==> src/rtl/ust_pkg.sv <==
// ----------------------------------------------------------------------------
// ust_pkg: shared types and constants of the Unicode stream transcoder
// Beat formats, format and error codes, register select codes and the
// job record handed from the classifier to the emitter.
// ----------------------------------------------------------------------------
package ust_pkg;

  localparam logic [1:0] FMT_UTF8  = 2'd0;
  localparam logic [1:0] FMT_UTF16 = 2'd1;
  localparam logic [1:0] FMT_UTF32 = 2'd2;

  localparam logic [1:0] ERR_NONE      = 2'd0;
  localparam logic [1:0] ERR_MALFORMED = 2'd1;
  localparam logic [1:0] ERR_TRUNCATED = 2'd2;
  localparam logic [1:0] ERR_RANGE     = 2'd3;

  localparam logic REG_SOURCE_FORMAT = 1'b0;
  localparam logic REG_TARGET_FORMAT = 1'b1;

  localparam logic [1:0] SOURCE_FORMAT_RST = FMT_UTF8;
  localparam logic [1:0] TARGET_FORMAT_RST = FMT_UTF16;

  localparam int CP_W    = 21;
  localparam int Q_DEPTH = 2;
  localparam int Q_AW    = $clog2(Q_DEPTH);

  localparam logic [CP_W-1:0] CP_MAX_UNICODE = 21'h10FFFF;
  localparam logic [CP_W-1:0] CP_PLANE1      = 21'h010000;
  localparam logic [CP_W-1:0] CP_MAX_1BYTE   = 21'h00007F;
  localparam logic [CP_W-1:0] CP_MAX_2BYTE   = 21'h0007FF;
  localparam logic [CP_W-1:0] CP_MAX_BMP     = 21'h00FFFF;

  typedef struct packed {
    logic [31:0] in_unit;
    logic        in_text_end;
  } in_beat_t;

  typedef struct packed {
    logic [CP_W-1:0] out_unit;
    logic            run_last;
    logic            text_done;
    logic [1:0]      error_code;
  } out_beat_t;

  typedef struct packed {
    logic [3:0][CP_W-1:0] units;
    logic [1:0]           last_idx;
    logic                 text_done;
    logic [1:0]           error_code;
  } job_t;

  typedef struct packed {
    logic full;
    logic empty;
  } q_status_t;

endpackage

==> src/rtl/ust_front.sv <==
// ----------------------------------------------------------------------------
// ust_front: unit classifier
// Accepts source beats, decodes code points with the held UTF-8 and surrogate
// state, re-encodes to target units and queues a job per code point or error.
// ----------------------------------------------------------------------------
module ust_front (
  input  logic              clk,
  input  logic              rst_n,
  input  logic              in_valid,
  output logic              in_stall,
  input  ust_pkg::in_beat_t in_beat,
  input  logic [1:0]        src_fmt,
  input  logic [1:0]        tgt_fmt,
  input  logic              dec_clear,
  input  ust_pkg::q_status_t q_status,
  output logic              q_push,
  output ust_pkg::job_t     q_job
);
  import ust_pkg::*;

  logic [CP_W-1:0] part_r, part_nxt;
  logic [1:0]      pend_r, pend_nxt;
  logic            hs_r, hs_nxt;
  logic            halt_r, halt_nxt;

  logic [31:0]          u;
  logic                 text_end;
  logic                 fire;
  logic [CP_W-1:0]      cp;
  logic                 cp_ok;
  logic [1:0]           dec_err;
  logic [1:0]           err;
  logic [CP_W-1:0]      cont_cp;
  logic [CP_W-1:0]      pair_cp;
  logic                 u16_low;
  logic                 u16_high;
  logic [3:0][CP_W-1:0] enc_units;
  logic [1:0]           enc_last;
  logic [1:0]           enc_err;
  logic [CP_W-1:0]      cp_off;

  function automatic logic [CP_W-1:0] cont_byte(input logic [5:0] bits);
    cont_byte = {13'd0, 2'b10, bits};
  endfunction

  assign u        = in_beat.in_unit;
  assign text_end = in_beat.in_text_end;
  assign in_stall = q_status.full;
  assign fire     = in_valid && !in_stall;
  assign cont_cp  = {part_r[14:0], u[5:0]};
  assign pair_cp  = CP_PLANE1 + {1'b0, part_r[9:0], u[9:0]};
  assign u16_low  = (u[15:10] == 6'b110111);
  assign u16_high = (u[15:10] == 6'b110110);
  assign cp_off   = cp - CP_PLANE1;

  always_comb begin
    part_nxt = part_r;
    pend_nxt = pend_r;
    hs_nxt   = hs_r;
    cp       = '0;
    cp_ok    = 1'b0;
    dec_err  = ERR_NONE;
    unique case (src_fmt)
      FMT_UTF8: begin
        if (|u[31:8]) begin
          dec_err = ERR_MALFORMED;
        end else if (pend_r != 2'd0) begin
          if (u[7:6] != 2'b10) begin
            dec_err = ERR_MALFORMED;
          end else begin
            pend_nxt = pend_r - 2'd1;
            if (pend_r == 2'd1) begin
              cp       = cont_cp;
              cp_ok    = 1'b1;
              part_nxt = '0;
            end else begin
              part_nxt = cont_cp;
            end
          end
        end else if (u[7] == 1'b0) begin
          cp    = {14'd0, u[6:0]};
          cp_ok = 1'b1;
        end else if (u[7:5] == 3'b110) begin
          part_nxt = {16'd0, u[4:0]};
          pend_nxt = 2'd1;
        end else if (u[7:4] == 4'b1110) begin
          part_nxt = {17'd0, u[3:0]};
          pend_nxt = 2'd2;
        end else if (u[7:3] == 5'b11110) begin
          part_nxt = {18'd0, u[2:0]};
          pend_nxt = 2'd3;
        end else begin
          dec_err = ERR_MALFORMED;
        end
      end
      FMT_UTF16: begin
        if (|u[31:16]) begin
          dec_err = ERR_MALFORMED;
        end else if (hs_r) begin
          if (!u16_low) begin
            dec_err = ERR_MALFORMED;
          end else begin
            cp       = pair_cp;
            cp_ok    = 1'b1;
            hs_nxt   = 1'b0;
            part_nxt = '0;
          end
        end else if (u16_high) begin
          part_nxt = {11'd0, u[9:0]};
          hs_nxt   = 1'b1;
        end else if (u16_low) begin
          dec_err = ERR_MALFORMED;
        end else begin
          cp    = {5'd0, u[15:0]};
          cp_ok = 1'b1;
        end
      end
      default: begin
        if (|u[31:21]) begin
          dec_err = ERR_RANGE;
        end else begin
          cp    = u[20:0];
          cp_ok = 1'b1;
        end
      end
    endcase
  end

  always_comb begin
    enc_units = '0;
    enc_last  = 2'd0;
    enc_err   = ERR_NONE;
    enc_units[0] = cp;
    if (tgt_fmt == FMT_UTF8 || tgt_fmt == FMT_UTF16) begin
      if (cp > CP_MAX_UNICODE) begin
        enc_err = ERR_RANGE;
      end else if (tgt_fmt == FMT_UTF16) begin
        if (cp > CP_MAX_BMP) begin
          enc_units[0] = {5'd0, 6'b110110, cp_off[19:10]};
          enc_units[1] = {5'd0, 6'b110111, cp_off[9:0]};
          enc_last     = 2'd1;
        end
      end else if (cp > CP_MAX_BMP) begin
        enc_units[0] = {13'd0, 5'b11110, cp[20:18]};
        enc_units[1] = cont_byte(cp[17:12]);
        enc_units[2] = cont_byte(cp[11:6]);
        enc_units[3] = cont_byte(cp[5:0]);
        enc_last     = 2'd3;
      end else if (cp > CP_MAX_2BYTE) begin
        enc_units[0] = {13'd0, 4'b1110, cp[15:12]};
        enc_units[1] = cont_byte(cp[11:6]);
        enc_units[2] = cont_byte(cp[5:0]);
        enc_last     = 2'd2;
      end else if (cp > CP_MAX_1BYTE) begin
        enc_units[0] = {13'd0, 3'b110, cp[10:6]};
        enc_units[1] = cont_byte(cp[5:0]);
        enc_last     = 2'd1;
      end
    end
  end

  always_comb begin
    err = dec_err;
    if (dec_err == ERR_NONE && cp_ok) begin
      err = enc_err;
    end
    if (err == ERR_NONE && text_end && (pend_nxt != 2'd0 || hs_nxt)) begin
      err = ERR_TRUNCATED;
    end
  end

  always_comb begin
    q_push   = 1'b0;
    q_job    = '0;
    halt_nxt = halt_r;
    if (fire) begin
      if (halt_r) begin
        if (text_end) begin
          halt_nxt = 1'b0;
        end
      end else if (err != ERR_NONE) begin
        q_push           = 1'b1;
        q_job.text_done  = 1'b1;
        q_job.error_code = err;
        halt_nxt         = !text_end;
      end else if (cp_ok) begin
        q_push          = 1'b1;
        q_job.units     = enc_units;
        q_job.last_idx  = enc_last;
        q_job.text_done = text_end;
      end
    end
  end

  always_ff @(posedge clk) begin
    if (!rst_n) begin
      part_r <= '0;
      pend_r <= '0;
      hs_r   <= 1'b0;
      halt_r <= 1'b0;
    end else begin
      halt_r <= halt_nxt;
      if (dec_clear || (fire && (halt_r || text_end || err != ERR_NONE))) begin
        part_r <= '0;
        pend_r <= '0;
        hs_r   <= 1'b0;
      end else if (fire) begin
        part_r <= part_nxt;
        pend_r <= pend_nxt;
        hs_r   <= hs_nxt;
      end
    end
  end

`ifndef ASSERT_OFF
  a_halt_clean: assert property (@(posedge clk) disable iff (!rst_n)
    halt_r |-> (pend_r == 2'd0 && !hs_r))
    else $error("decoder state held while halted");
  a_one_pending: assert property (@(posedge clk) disable iff (!rst_n)
    !(pend_r != 2'd0 && hs_r))
    else $error("UTF-8 and surrogate pending at once");
`endif

endmodule

==> src/rtl/ust_fifo.sv <==
// ----------------------------------------------------------------------------
// ust_fifo: job queue
// Short register queue between the classifier and the emitter.
// ----------------------------------------------------------------------------
module ust_fifo (
  input  logic               clk,
  input  logic               rst_n,
  input  logic               push,
  input  ust_pkg::job_t      push_job,
  input  logic               pop,
  output ust_pkg::job_t      head_job,
  output ust_pkg::q_status_t status
);
  import ust_pkg::*;

  job_t            mem_r [Q_DEPTH];
  logic [Q_AW-1:0] wptr_r;
  logic [Q_AW-1:0] rptr_r;
  logic [Q_AW:0]   cnt_r;

  function automatic logic [Q_AW-1:0] ptr_inc(input logic [Q_AW-1:0] p);
    ptr_inc = (p == Q_AW'(Q_DEPTH - 1)) ? '0 : p + 1'b1;
  endfunction

  assign status.full  = (cnt_r == (Q_AW + 1)'(Q_DEPTH));
  assign status.empty = (cnt_r == '0);
  assign head_job     = mem_r[rptr_r];

  always_ff @(posedge clk) begin
    if (push) begin
      mem_r[wptr_r] <= push_job;
    end
  end

  always_ff @(posedge clk) begin
    if (!rst_n) begin
      wptr_r <= '0;
      rptr_r <= '0;
      cnt_r  <= '0;
    end else begin
      if (push) begin
        wptr_r <= ptr_inc(wptr_r);
      end
      if (pop) begin
        rptr_r <= ptr_inc(rptr_r);
      end
      if (push && !pop) begin
        cnt_r <= cnt_r + 1'b1;
      end else if (pop && !push) begin
        cnt_r <= cnt_r - 1'b1;
      end
    end
  end

`ifndef ASSERT_OFF
  a_no_overflow: assert property (@(posedge clk) disable iff (!rst_n)
    push |-> (!status.full || pop))
    else $error("job queue overflow");
  a_no_underflow: assert property (@(posedge clk) disable iff (!rst_n)
    pop |-> !status.empty)
    else $error("job queue underflow");
`endif

endmodule

==> src/rtl/ust_back.sv <==
// ----------------------------------------------------------------------------
// ust_back: unit emitter
// Walks the head job one target unit per beat into the output register and
// retires the job with its last unit.
// ----------------------------------------------------------------------------
module ust_back (
  input  logic               clk,
  input  logic               rst_n,
  input  ust_pkg::job_t      head_job,
  input  ust_pkg::q_status_t q_status,
  output logic               q_pop,
  output logic               out_valid,
  input  logic               out_stall,
  output ust_pkg::out_beat_t out_beat
);
  import ust_pkg::*;

  logic      out_valid_r;
  out_beat_t out_beat_r;
  logic [1:0] idx_r;
  logic      out_ready;
  logic      take;
  logic      at_last;

  assign out_ready = !out_valid_r || !out_stall;
  assign take      = !q_status.empty && out_ready;
  assign at_last   = (idx_r == head_job.last_idx);
  assign q_pop     = take && at_last;
  assign out_valid = out_valid_r;
  assign out_beat  = out_beat_r;

  always_ff @(posedge clk) begin
    if (!rst_n) begin
      out_valid_r <= 1'b0;
      idx_r       <= '0;
    end else if (out_ready) begin
      out_valid_r <= !q_status.empty;
      if (take) begin
        idx_r <= at_last ? 2'd0 : idx_r + 2'd1;
      end
    end
  end

  always_ff @(posedge clk) begin
    if (take) begin
      out_beat_r.out_unit   <= head_job.units[idx_r];
      out_beat_r.run_last   <= at_last;
      out_beat_r.text_done  <= at_last && head_job.text_done;
      out_beat_r.error_code <= head_job.error_code;
    end
  end

`ifndef ASSERT_OFF
  a_error_beat: assert property (@(posedge clk) disable iff (!rst_n)
    (out_valid_r && out_beat_r.error_code != ERR_NONE) |->
      (out_beat_r.out_unit == '0 && out_beat_r.run_last && out_beat_r.text_done))
    else $error("error beat not a lone zero unit");
`endif

endmodule

==> src/rtl/unicode_stream_transcoder.sv <==
// ----------------------------------------------------------------------------
// unicode_stream_transcoder: streaming UTF-8 / UTF-16 / UTF-32 re-encoder
// Takes one source code unit per input beat and gives zero to four target
// code units, one per output beat. The classifier takes a new input beat every
// cycle while its two-entry job queue has room; the emitter drains one target
// unit per cycle while the output is not stalled. Results pass through the
// job queue and then the output register. The result rate is set by the
// single output register. Registers: source_format at byte 0x0, target_format
// at 0x4; writing source_format drops any partial sequence or held surrogate.
// ----------------------------------------------------------------------------
module unicode_stream_transcoder (
  input  logic               clk,
  input  logic               rst_n,
  input  logic               in_valid,
  output logic               in_stall,
  input  ust_pkg::in_beat_t  in_beat,
  output logic               out_valid,
  input  logic               out_stall,
  output ust_pkg::out_beat_t out_beat,
  input  logic               psel,
  input  logic               penable,
  input  logic               pwrite,
  input  logic [2:0]         paddr,
  input  logic [31:0]        pwdata,
  output logic [31:0]        prdata,
  output logic               pready
);
  import ust_pkg::*;

  logic [1:0] src_fmt_r;
  logic [1:0] tgt_fmt_r;
  logic       cfg_wr;
  logic       dec_clear;
  logic       q_push;
  logic       q_pop;
  job_t       q_job;
  job_t       head_job;
  q_status_t  q_status;

  assign pready    = 1'b1;
  assign cfg_wr    = psel && penable && pwrite && pready;
  assign dec_clear = cfg_wr && (paddr[2] == REG_SOURCE_FORMAT);

  always_ff @(posedge clk) begin
    if (!rst_n) begin
      src_fmt_r <= SOURCE_FORMAT_RST;
      tgt_fmt_r <= TARGET_FORMAT_RST;
    end else if (cfg_wr) begin
      unique case (paddr[2])
        REG_SOURCE_FORMAT: src_fmt_r <= pwdata[1:0];
        REG_TARGET_FORMAT: tgt_fmt_r <= pwdata[1:0];
        default: ;
      endcase
    end
  end

  always_comb begin
    unique case (paddr[2])
      REG_SOURCE_FORMAT: prdata = {30'd0, src_fmt_r};
      REG_TARGET_FORMAT: prdata = {30'd0, tgt_fmt_r};
      default:           prdata = '0;
    endcase
  end

  ust_front u_front (
    .clk       (clk),
    .rst_n     (rst_n),
    .in_valid  (in_valid),
    .in_stall  (in_stall),
    .in_beat   (in_beat),
    .src_fmt   (src_fmt_r),
    .tgt_fmt   (tgt_fmt_r),
    .dec_clear (dec_clear),
    .q_status  (q_status),
    .q_push    (q_push),
    .q_job     (q_job)
  );

  ust_fifo u_fifo (
    .clk      (clk),
    .rst_n    (rst_n),
    .push     (q_push),
    .push_job (q_job),
    .pop      (q_pop),
    .head_job (head_job),
    .status   (q_status)
  );

  ust_back u_back (
    .clk       (clk),
    .rst_n     (rst_n),
    .head_job  (head_job),
    .q_status  (q_status),
    .q_pop     (q_pop),
    .out_valid (out_valid),
    .out_stall (out_stall),
    .out_beat  (out_beat)
  );

endmodule

==> config.mk <==
export PLATFORM = sky130hd
export DESIGN_NAME = unicode_stream_transcoder
export DESIGN_NICKNAME = d
export VERILOG_FILES = /design/src/rtl/ust_pkg.sv /design/src/rtl/ust_front.sv /design/src/rtl/ust_fifo.sv /design/src/rtl/ust_back.sv /design/src/rtl/unicode_stream_transcoder.sv
export SDC_FILE = /design/constraint.sdc
export NUM_CORES = 1
export LEC_CHECK = 0
export BUFFER_PORTS_ARGS = -buffer_cell sky130_fd_sc_hd__buf_2
export CORE_MARGIN = 3
export CORE_UTILIZATION = 32
export DETAILED_ROUTE_END_ITERATION = 12
export PLACE_DENSITY = 0.51
export SETUP_SLACK_MARGIN = 0.5
export SYNTH_ARGS = -nofsm -noshare
export SYNTH_HDL_FRONTEND = slang
export SYNTH_SLANG_ARGS = --single-unit
==> constraint.sdc <==
create_clock -name clk -period 6.4 [get_ports clk]
set_input_delay 0.64 -clock clk [delete_from_list [all_inputs] [get_ports clk]]
set_output_delay 0.64 -clock clk [all_outputs]
set_load 0.05 [all_outputs]
After elaboration in Yosys (flattened, before gate mapping):

Memory sizes are Yosys's and may differ from the RTL's. A register that Yosys moved wholly into a read port is not among the register bits.
Index checks and enable logic that the tools add are counted.

* mux-type cells: 109
* bitwise operators: 2
* add/sub/neg operators: 8
* $lt $le $gt $ge: 5
* reductions and logical operators: 44
* equal/unequal tests: 18

Operator list (count)
* $mux W21: 10
* $mux W15: 12
* $mux W89: 2
* $mux W87: 1
* $mux W86: 1
* $mux W42: 2
* $mux W84: 1
* $mux W71: 1
* $pmux W32 S2: 1
* $mux W2: 30
* $mux W29: 2
* $mux W50: 1
* $bmux W21 S2: 1
* $pmux W21 S2: 1
* $mux W37: 1
* $mux W1: 35
* $pmux W15 S2: 1
* $reduce_or A24 Y1: 1
* $add A17 B20 Y21 const A: 1
* $gt A21 B11 Y1 const B: 1
* $gt A21 B16 Y1 const B: 1
* $gt A21 B21 Y1 const B: 1
* $gt A21 B7 Y1 const B: 1
* $sub A20 B17 Y20 const B: 1
* 32 further kinds: 76

* RAM bits: 178
* word-level logic and storage cells: 202
* memories kept: 1
* output and inout bits: 60
* bits of input ports: 75
* register bits: 55

Memories
* u_fifo.mem_r: depth 2, width 89, rd ports 1, clocked after Yosys merged registers in 1, wr ports 1, RTL line ust_fifo.sv:16 `job_t mem_r [Q_DEPTH];`

Depth between registers and ports, before layout:

* depth after elaboration: 23
* depth in mapped cells: 18
* depth with buffers taken out: 14

Hierarchy:

Synthesis repeated with hierarchy kept, for this count alone.

* cell total of the unflattened synthesis: 1066
* area, all modules: 12923.6 um^2

By module, submodules not included
* ust_fifo: cells an instance 299, times used 1, area an instance 6670.1 um^2, sequential area each 5445.2 um^2
* ust_front: cells an instance 641, times used 1, area an instance 4339.2 um^2, sequential area each 380.4 um^2
* ust_back: cells an instance 73, times used 1, area an instance 1475.2 um^2, sequential area each 810.8 um^2
* unicode_stream_transcoder: cells an instance 53, times used 1, area an instance 439.2 um^2, sequential area each 80.1 um^2

Least setup slack after synthesis:

No wires, ideal clock.

* path type: input-to-reg
* start point: in in_beat[29] (netlist name)
* end point: mem u_fifo.mem_r[0][0] (netlist name) (enable)
* arrival: 5.995 ns
* stages: 11
* buffers on the path: 2
* setup time: 0.522 ns
* data required time: 5.878 ns
* slack: -0.116 ns
* cells stage by stage: nor4_2 and3_1 buf_2 clkbuf_1 nand3_1 o21ai_0 a2bb2oi_1 o31a_1 a31oi_1 nor3_1 nor3_1

* word-level cells in the longest chain between the ends: 17
* elaborated cells on any way between the ends: 38
* those cells by class: order compare: 1; mux: 26; reduce/logical: 11

Ends and longest elaborated chain
* start: declaration: RTL line unicode_stream_transcoder.sv:16 `input ust_pkg::in_beat_t in_beat,`
* $reduce_or A24 Y1 (tied with other cells): RTL line ust_front.sv:65 `if (|u[31:8]) begin`
* $mux W21 (on tied branches): RTL line ust_front.sv:65, ust_front.sv:97, ust_front.sv:119
* $pmux W21 S2: RTL line ust_front.sv:63 `unique case (src_fmt)`
* $gt A21 B21 Y1: RTL line ust_front.sv:135 `if (cp > CP_MAX_UNICODE) begin`
* $mux W2: RTL line ust_front.sv:135
* $mux W2: RTL line ust_front.sv:134 `if (tgt_fmt == FMT_UTF8 || tgt_fmt == FMT_UTF16) begin`
* $mux W2: RTL line ust_front.sv:164 `if (dec_err == ERR_NONE && cp_ok) begin`
* $logic_not A2 Y1: RTL line ust_front.sv:167 `if (err == ERR_NONE && text_end && (pend_nxt != 2'd0 || hs_nxt)) begin`
* $logic_and A1 B1 Y1 (2 in a row): RTL line ust_front.sv:167
* $mux W2: RTL line ust_front.sv:167
* $reduce_bool A2 Y1: RTL line ust_front.sv:181 `end else if (err != ERR_NONE) begin`
* $mux W1 *: RTL line ust_front.sv:181
* $mux W1 *: RTL line ust_front.sv:177 `if (halt_r) begin`
* $mux W1 *: RTL line ust_front.sv:176 `if (fire) begin`
* $mux W1 *: RTL line ust_fifo.sv:30 `if (push) begin`
* $mux W1 (implied by the code) *: RTL line ust_fifo.sv:31 `mem_r[wptr_r] <= push_job;`
* end: declaration: RTL line ust_fifo.sv:16

Every way passes the cells marked *; elsewhere a longest branch is shown, timed or not.

==> impl_results.rst <==
.. list-table::
   :header-rows: 1

   * - Metric
     - Value
   * - Number of filler instances in the final layout
     - ~2800
   * - Number of design-rule violations left by the first detailed-router iteration
     - between 700 and 800
   * - Post-synthesis area per instance
     - 10.5 sq um
   * - Category of the critical setup timing path
     - reg2reg
   * - Worst setup EP type
     - flop
   * - Sink count of the clock tree
     - 156
   * - Starting density of the core
     - 32.6%
   * - Slowest Stage Delay on Critical Path
     - slightly below 0.7 ns
   * - Post-CTS clock slew at the launch and capture registers of the worst setup and hold paths
     - 0.06 ns
   * - Final Util
     - 36.8%
   * - Synth Cell Area
     - 9070 sq um
   * - Outcome
     - finished clean
   * - Number of nets with antenna violations after routing
     - 0
   * - Number of H-tree levels
     - 4
   * - Number of inserted diodes
     - 0
   * - Total placed cells including tap cells
     - 1277
   * - Yosys warnings
     - 0
   * - Total Power
     - approximately 3.4 mW
   * - Hold-fix buffers, CTS
     - 0
   * - IO Count
     - 135
   * - Worst clock skew
     - 0.0196 ns
   * - Max-cap violations
     - 0
   * - Vias
     - 7155
   * - TritonCTS Buffers
     - 17
   * - Power Density
     - roughly 330 nW/um^2
   * - Critical path capture point
     - u_fifo.mem_r[0][21]$_DFFE_PP_
   * - Clock tree from TritonCTS
     - yes
   * - Number of post-CTS setup repair buffers
     - 0
   * - Via count of the first global-routing pass
     - 6975
   * - Leading post-synthesis cells by instance count
     - edfxtp_1, nor2_1, nand2_1, a21oi_1, o21ai_0
   * - Slowest library cell on the worst path
     - nor3_1
   * - Sequential cell area fraction in the yosys report
     - 48.2%
   * - #FFs+latches synth
     - approximately 160
   * - Number of buffers between clock root and the deepest sink
     - 2
   * - Portion of the clock cycle consumed by the worst path in the final layout
     - a little over 80%
   * - Final non-filler cell total
     - 1309
   * - Worst-Skew Late Latency
     - 0.43 ns
   * - Number of antenna violations at the first check in global routing
     - 0
   * - Area of the die
     - 30400 sq um
   * - Total gr overflow
     - 0
   * - Avg Vias per Cell
     - 5.47
   * - Wire length of the first global-routing pass
     - 42400 um
   * - Slew Limit Headroom
     - around a quarter
   * - Final Critical Period
     - 5.27 ns
   * - Yosys cell types
     - 83
   * - Average routed wire per standard cell
     - 20.8 um
   * - All-layer global routing usage
     - 18.0%
   * - Core Box Area
     - 27900 sq um
   * - Half-perimeter wire length of the detailed placement result
     - 19500 um
   * - Synth-to-layout area growth
     - 13.0%
   * - Layout cells sized above 1
     - 20.6%
   * - RePlAce Congestion
     - 0.910
   * - Number of hold-slack violations in the final timing report
     - 0
   * - Source of the worst register-to-register timing path
     - src_fmt_r[0]$_SDFFE_PN0P_
   * - Cell accounting for the most synthesized area
     - edfxtp_1
   * - Sum of routed wire length over all layers
     - 27300 um
   * - Type of origin of the critical path
     - flop
   * - Final-layout setup total negative slack
     - 0 ns
   * - Count of flip-flops with a built-in enable after synthesis
     - 125
   * - Vertical die dimension
     - about 170 um
   * - Largest cells by area after synthesis
     - edfxtp_1, dfxtp_1, mux4_2
   * - Number of nets at the end of the flow
     - ~1000
   * - Number of instances in the synthesized netlist
     - 864
   * - Max VDD drop
     - about 0.18 mV
   * - Setup slack of the critical path after layout
     - roughly 1.1 ns
   * - Most used flip-flop cell after synthesis
     - edfxtp_1
   * - Post-cts repair resize count
     - 0
   * - Count of cells along the worst register-to-register path
     - 11
   * - Critical path launch point
     - src_fmt_r[0]$_SDFFE_PN0P_
   * - Most numerous cell on the critical path
     - nor3_1
   * - Max-slew violation count
     - 0
   * - Post-Place Worst Slack
     - 1.20 ns
   * - DRC violations left
     - 0
   * - Drt first pass iters
     - 5
   * - Largest net degree at the start of global routing
     - between 50 and 60
   * - CP max FO
     - 13
   * - Cell with the most instances after synthesis
     - edfxtp_1
   * - Critical path data required time
     - 6.56 ns
   * - RSZ-0062 raised after global routing
     - no
   * - Final setup violation count
     - 0
   * - Die outline width
     - 174 um
   * - Critical-path cell list
     - nor2b_1 -> nand3_1 -> nor3_1 -> a32oi_1 -> o31ai_1 -> nand4_1 -> mux2i_2 -> nor4b_1 -> or3_1 -> nand2b_4 -> nor3_1
   * - Worst setup slack for register-to-register paths
     - between 1 and 1.5 ns
   * - Cell row count
     - ~60
   * - FF-to-FF End
     - u_fifo.mem_r[0][21]$_DFFE_PP_
   * - Static leakage
     - 3.64 nW
   * - Worst Tran Pin Value
     - 1.12 ns
   * - FMAX
     - between 0.15 and 0.2 GHz
   * - Area share of the leading cell type in the synthesized netlist
     - 41.4%
   * - Async S/R FF share, synth
     - 0%
   * - Worst EP arrival
     - 5.42 ns
   * - I/O Buffers
     - 71
   * - Clock root buffer
     - clkbuf_16
   * - Path class of the lowest-slack min-delay path
     - in2reg
==> power breakdown <==
group / internal [mW] / switching (mW)
clock: 0.508 / 0.444
combinational: 0.301 / 0.710
sequential: 1.34 / 0.0576
total: 2.15 / 1.21
==> through the flow <==
| stage | instance area [sq um] | hold slack, ns |
|---|---|---|
| finish | 10300 | 0.453 |
| global route | 10300 | 0.455 |
| CTS | 10300 | 0.436 |
| detailed placement | 9700 | 0.458 |
| global placement | 9700 | 0.448 |
| floorplan | 9190 | 0.432 |
==> critical path, delay by kind of cell, from the launching register on <==
kind | cells | cell delay [ns]
flip-flops | 1 | 0.65
AND/OR/NAND/NOR | 8 | 3.26
AO/OA/AOI/OAI | 2 | 0.57
multiplexers | 1 | 0.51
==> layout make-up <==
type / count / area, sq um / area share, %
Clock inverter: 15 / 126 / 1.23
Inverter: 17 / 63.8 / 0.622
Timing Repair Buffer: 94 / 528 / 5.15
Tap cell: 378 / 473 / 4.61
Clock buffer: 17 / 425 / 4.15
Sequential cell: 156 / 4380 / 42.7
Multi-Input combinational cell: 632 / 4260 / 41.6
==> cell families after synthesis <==
family / Yosys count / share of synthesized area (%)
compound gates: 203 / 15.8
buf+inv: 105 / 6.12
simple gates: 327 / 19.5
mux: 54 / 8.37
xor+xnor: 11 / 1.06
other cells: 2 / 0.0828
fa+ha+maj: 6 / 0.828
flops: 156 / 48.2
==> state kept, by name (all words and copies together) (netlist names), named ones only <==
signal            flops
u_front.hs_r          1
u_front.part_r       15
u_fifo.mem_r        100
u_back.out_beat      25
u_front.pend_r        2
u_back.out_valid      1
tgt_fmt_r             2
u_back.idx_r          2
u_fifo.wptr_r         1
u_fifo.rptr_r         1
src_fmt_r             2
u_fifo.cnt_r          2
u_front.halt_r        1
==> routing by layer <==
metal,track usage (%),part of all wire (%),vias up
met5,0,0,-
met4,6.37,2.6,0
met3,3.47,5.6,34
met2,28.4,47,241
met1,24.7,45,3529
li1,-,-,3351
==> placed cells by master, fill, tap and decap left out, types with 5 or more instances in the layout <==
cell type  count
a211oi_1       8
a211oi_2       5
a21boi_0       6
a21o_1         7
a21oi_1       57
a221oi_1       7
and2_1        17
and3_1        12
and4_1         7
buf_2         71
buf_4         23
clkbuf_16     17
conb_1        31
dfxtp_1       30
edfxtp_1     125
ha_1           6
inv_1         17
inv_6          6
mux2_2        12
mux2i_1       25
mux4_2        16
nand2_1       63
nand2b_1       9
nand3_1       35
nand4_1       17
nand4b_1       6
nor2_1        73
nor2b_1       15
nor3_1        20
nor3_2         6
nor4_1        13
o211ai_1       8
o21ai_0       37
o31ai_1        5
or2_2          6
or3_1          8
xnor2_1        7
==> how the worst min path moves through the flow <==
stage,slack [ns],startpoint,endpoint,cells after the start
3_3_place_gp,0.45,u_front.part_r[14]$_SDFFE_PP0P_,u_front.part_r[14]$_SDFFE_PP0P_,2
2_1_floorplan,0.43,u_front.part_r[14]$_SDFFE_PP0P_,u_front.part_r[14]$_SDFFE_PP0P_,2
3_5_place_dp,0.46,u_front.part_r[14]$_SDFFE_PP0P_,u_front.part_r[14]$_SDFFE_PP0P_,2
5_1_grt,0.45,pwdata[0],tgt_fmt_r[0]$_SDFFE_PN1P_,3
6_report,0.45,pwdata[0],tgt_fmt_r[0]$_SDFFE_PN1P_,3
4_1_cts,0.44,pwdata[0],tgt_fmt_r[0]$_SDFFE_PN1P_,3
No activity file was read; power rests on OpenSTA's default activity.
